**config.mk**
```make
export PLATFORM = sky130hd
export DESIGN_NAME = ats_mac
export DESIGN_NICKNAME = d
export VERILOG_FILES = /design/src/sv/affine_transform_stack_macros.svh /design/src/sv/ats_pkg.sv /design/src/sv/ats_mac.sv
export SDC_FILE = /design/constraint.sdc
export NUM_CORES = 2
export LEC_CHECK = 0
export ABC_AREA = 1
export BUFFER_PORTS_ARGS = -buffer_cell sky130_fd_sc_hd__buf_4
export CAP_MARGIN = 20
export CORE_MARGIN = 8
export CORE_UTILIZATION = 48
export CTS_CLUSTER_DIAMETER = 100
export DETAILED_ROUTE_END_ITERATION = 8
export PLACE_DENSITY = 0.61
export REMOVE_ABC_BUFFERS = 1
export SKIP_CTS_REPAIR_TIMING = 1
export SYNTH_ARGS = -nofsm -noshare
export SYNTH_HDL_FRONTEND = slang
export SYNTH_SLANG_ARGS = --single-unit
```
**constraint.sdc**
```tcl
create_clock -name aclk -period 8.3 [get_ports aclk]
set_clock_uncertainty 0.05 [all_clocks]
set_input_delay 0.415 -clock aclk [delete_from_list [all_inputs] [get_ports aclk]]
set_output_delay 0.415 -clock aclk [all_outputs]
set_load 0.01 [all_outputs]
```
**src/sv/affine_transform_stack_macros.svh**
```systemverilog
// ----------------------------------------------------------------------------
// Assertion macros for the affine transform stack
// Shared property wrappers used by the top level checks.
// ----------------------------------------------------------------------------
`ifndef AFFINE_TRANSFORM_STACK_MACROS_SVH
`define AFFINE_TRANSFORM_STACK_MACROS_SVH

// assert that a implies b on the same edge
`define ATS_ASSERT_IMPL(lbl, clk, rstn, a, b) \
    lbl: assert property (@(posedge clk) disable iff (!rstn) (a) |-> (b)) \
        else $error("check failed");

// assert that a implies b on the next edge
`define ATS_ASSERT_NEXT(lbl, clk, rstn, a, b) \
    lbl: assert property (@(posedge clk) disable iff (!rstn) (a) |=> (b)) \
        else $error("check failed");

`endif

```
**src/sv/ats_pkg.sv**
```systemverilog
// ----------------------------------------------------------------------------
// ats_pkg
// Types, opcodes and fixed-point helpers for the affine transform stack.
// ----------------------------------------------------------------------------
package ats_pkg;

    localparam int STACK_DEPTH_DEF = 16;
    localparam int FRAC_BITS_DEF   = 16;

    typedef enum logic [1:0] {
        OP_ENTER     = 2'd0,
        OP_SET       = 2'd1,
        OP_EXIT      = 2'd2,
        OP_TRANSFORM = 2'd3
    } opcode_t;

    typedef enum logic [1:0] {
        ST_OK    = 2'd0,
        ST_FULL  = 2'd1,
        ST_EMPTY = 2'd2,
        ST_SAT   = 2'd3
    } status_t;

    typedef struct packed {
        logic [1:0]         opcode;
        logic signed [31:0] coef_a;
        logic signed [31:0] coef_b;
        logic signed [31:0] coef_c;
        logic signed [31:0] coef_d;
        logic signed [31:0] coef_e;
        logic signed [31:0] coef_f;
        logic signed [31:0] point_in_x;
        logic signed [31:0] point_in_y;
    } in_item_t;

    typedef struct packed {
        logic [1:0]         status;
        logic signed [31:0] point_out_x;
        logic signed [31:0] point_out_y;
    } out_item_t;

    // saturate a wide signed sum to 32 bits
    function automatic logic [32:0] sat32(input logic signed [65:0] v);
        logic [32:0] r;
        if (v > 66'sh0_7FFF_FFFF)
            r = {1'b1, 32'h7FFF_FFFF};
        else if (v < -66'sh0_8000_0000)
            r = {1'b1, 32'h8000_0000};
        else
            r = {1'b0, v[31:0]};
        return r;
    endfunction

endpackage

```
**src/sv/ats_mac.sv**
```systemverilog
// ----------------------------------------------------------------------------
// ats_mac
// Shared registered multiplier with floor shift by the fraction width.
// ----------------------------------------------------------------------------
module ats_mac
    import ats_pkg::*;
#(
    parameter int FRAC_BITS = FRAC_BITS_DEF
) (
    input  logic               aclk,
    input  logic signed [31:0] op_x,
    input  logic signed [31:0] op_y,
    output logic signed [63:0] prod_reg
);
    logic signed [63:0] prod_next;

    // arithmetic right shift is floor division by 2^FRAC_BITS
    assign prod_next = (op_x * op_y) >>> FRAC_BITS;

    always_ff @(posedge aclk) begin
        prod_reg <= prod_next;
    end
endmodule

```
==> results.py <==
metrics = {
    "run_status": {
        "status": "finished, final reports clean",
    },
    "synth": {
        "syn-mean-instance-area_um2": 7.89,
        "synth_cells": 4968,
        "syn_area_mm2": 0.0392,
        "async_flop_share_pct": 0,
        "yosysTopAreaCell": "fa_1",
        "yosysSeqAreaShare_pct": 2.45,
        "synthSimpleGateAreaFrac_pct": 16.2,
        "synth-xor-area-share_pct": 0.737,
        "yosysMostFrequentCell": "inv_1",
        "yosysTopAreaCellShare_pct": 55.2,
        "ys.flop_type": "dfxtp_1",
        "ys_top_cells_by_count": "inv_1, nand2_1, fa_1",
        "synth-adder-area-share_pct": 60.9,
        "synth_edf_count": 0,
        "ys_warn_count": 0,
        "synthMuxAreaShare_pct": 0,
        "yosys_register_bits": 48,
        "synth_top_family_by_area": "adder cells",
        "yosys-top-cells-area": "fa_1, inv_1, nand2_1",
        "synth_compound_area_share_pct": 1.88,
        "synthDistinctLibCells": 30,
    },
    "die": {
        "pin_count": 129,
        "initial_utilization_pct": 48.1,
        "fp.dieW_um": 302,
        "dieHeight_um": 302,
        "dieArea_mm2": 0.0911,
        "rows": 105,
        "core_area_mm2": 0.0815,
    },
    "placement": {
        "gp_congestion": 0.979,
        "place_area_mm2": 0.0409,
        "port_buffers": 128,
        "numPlacedInstances": 5987,
        "dpl.hpwl_um": 94000,
    },
    "route": {
        "drt_iter0_markers": 1799,
        "dr.pass1.iters": 6,
        "routed_wl_um": 109000,
        "drc": 0,
        "num_vias": 29400,
        "avgRoutedWirePerCell_um": 18.2,
        "ant_nets": 0,
        "viasPerCell": 4.90,
    },
    "setup_path": {
        "crit_path_end_kind": "flip-flop",
        "cpPeakStageDelay_ns": 0.56,
        "worstPathMaxFanout": 22,
        "path_delay_family": "adder cells",
        "worstPathArrival_ns": 7.62,
        "path_buf_inv": 9,
        "crit_slowest_cell": "fa_1",
        "cp.required_ns": 8.49,
        "critical_path.startpoint_type": "input port",
        "path_class": "input port to flip-flop",
    },
    "timing": {
        "finalSetupViolCount": 0,
        "min_period_ns": 7.43,
        "post-route-period-util_pct": 89.6,
        "max_slew_margin_pct": 56.6,
        "tns_ns": 0,
        "tightestPinTransition_ns": 0.650,
        "timing.fmax_mhz": 135,
        "slew_violations": 0,
        "rsz0062_at_grt": "false",
        "hold_violations": 0,
    },
    "grt": {
        "met3_usage_pct": 3.78,
        "grt_max_degree": 33,
        "grt_pass1_vias": 32500,
        "grtUsageMet2_pct": 42.7,
        "grt_overflow_total": 0,
        "use_met1_pct": 34.0,
        "antenna_found_initial": 1,
        "grt_use_total_pct": 25.1,
        "busiest_layer": "met2",
        "grt_pass1_wl_um": 178000,
    },
    "layout": {
        "fillCellCount": 8040,
        "largest_reg_flops": 48,
        "drive_gt1_share_pct": 3.76,
        "n_antenna_cell": 0,
        "nets": 6250,
        "stdcell_area_mm2": 0.0411,
        "stdcell_count": 5995,
        "syn2layout_area_growth_pct": 4.77,
    },
    "clocking": {
        "cts_tree": "done",
        "htreeDepth": 2,
        "clock_path_buffers": 2,
        "clock_sinks": 48,
        "cts_inserted_buffers": 5,
        "clk_pin_slew_ns": 0.09,
        "cts-root-buf": "clkbuf_16",
    },
    "run": {
        "max_cap_violations": 0,
    },
    "min_path": {
        "worstHoldPathType": "flip-flop to output port",
    },
}
## cell type report
| class | instances | area (um^2) | area share (%) |
|---|---|---|---|
| inverters | 1635 | 6140 | 14.9 |
| clock buffers | 5 | 125 | 0.305 |
| repair buffers | 157 | 1180 | 2.87 |
| multi-input cells | 3077 | 31300 | 76.1 |
| clock inverters | 3 | 68.8 | 0.168 |
| well taps | 1070 | 1340 | 3.26 |
| flip-flops and latches | 48 | 961 | 2.34 |
## kinds of logic after synthesis
group,after synthesis
AO/OA/AOI/OAI,138
XOR/XNOR,33
adder cells (fa/ha/maj),1261
buffers and inverters,1843
flip-flops,48
AND/OR/NAND/NOR,1645
## stage by stage
stage / hold WS [ns] / util, % / worst slack, ns
floorplan: 0.669 / - / 1.42
global placement: 0.758 / 50.2 / 0.650
detailed placement: 0.759 / 50.2 / 0.585
CTS: 1.09 / 50.4 / 0.908
global route: 1.16 / 50.4 / 0.418
finish: 1.11 / 50.4 / 0.866
## worst paths after layout
path,from,end,cells after the start
max,op_y[6],prod_reg[40],27
min,prod_reg[10],prod_reg[10],1
## routing by layer
layer  up-vias  part of all wire [%]
li1      13400                     -
met1     14900                    43
met2       857                    48
met3       162                   6.5
met4         0                   2.4
met5         -                     0
## cell usage in the layout (no fill, tap or decap), drive strengths merged, types with 2 or more instances in the layout
master / Yosys / routed
or2: 8 / 8
nand4: 11 / 11
bufinv: 0 / 2
o21bai: 12 / 12
fa: 1081 / 1081
clkbuf: 191 / 5
inv: 1634 / 1635
xor2: 25 / 25
dfxtp: 48 / 48
buf: 17 / 157
a21oi: 81 / 81
o21ai: 39 / 39
nor4: 4 / 4
nand3b: 3 / 3
a21o: 2 / 2
o21a: 3 / 3
nand2: 1398 / 1398
nand3: 47 / 47
ha: 180 / 180
nor3: 11 / 11
nor2: 163 / 163
xnor2: 8 / 8
Power is left out: the tool's default activity adds up to more than one toggle a clock period on the data nets, which glitch-free logic cannot reach.
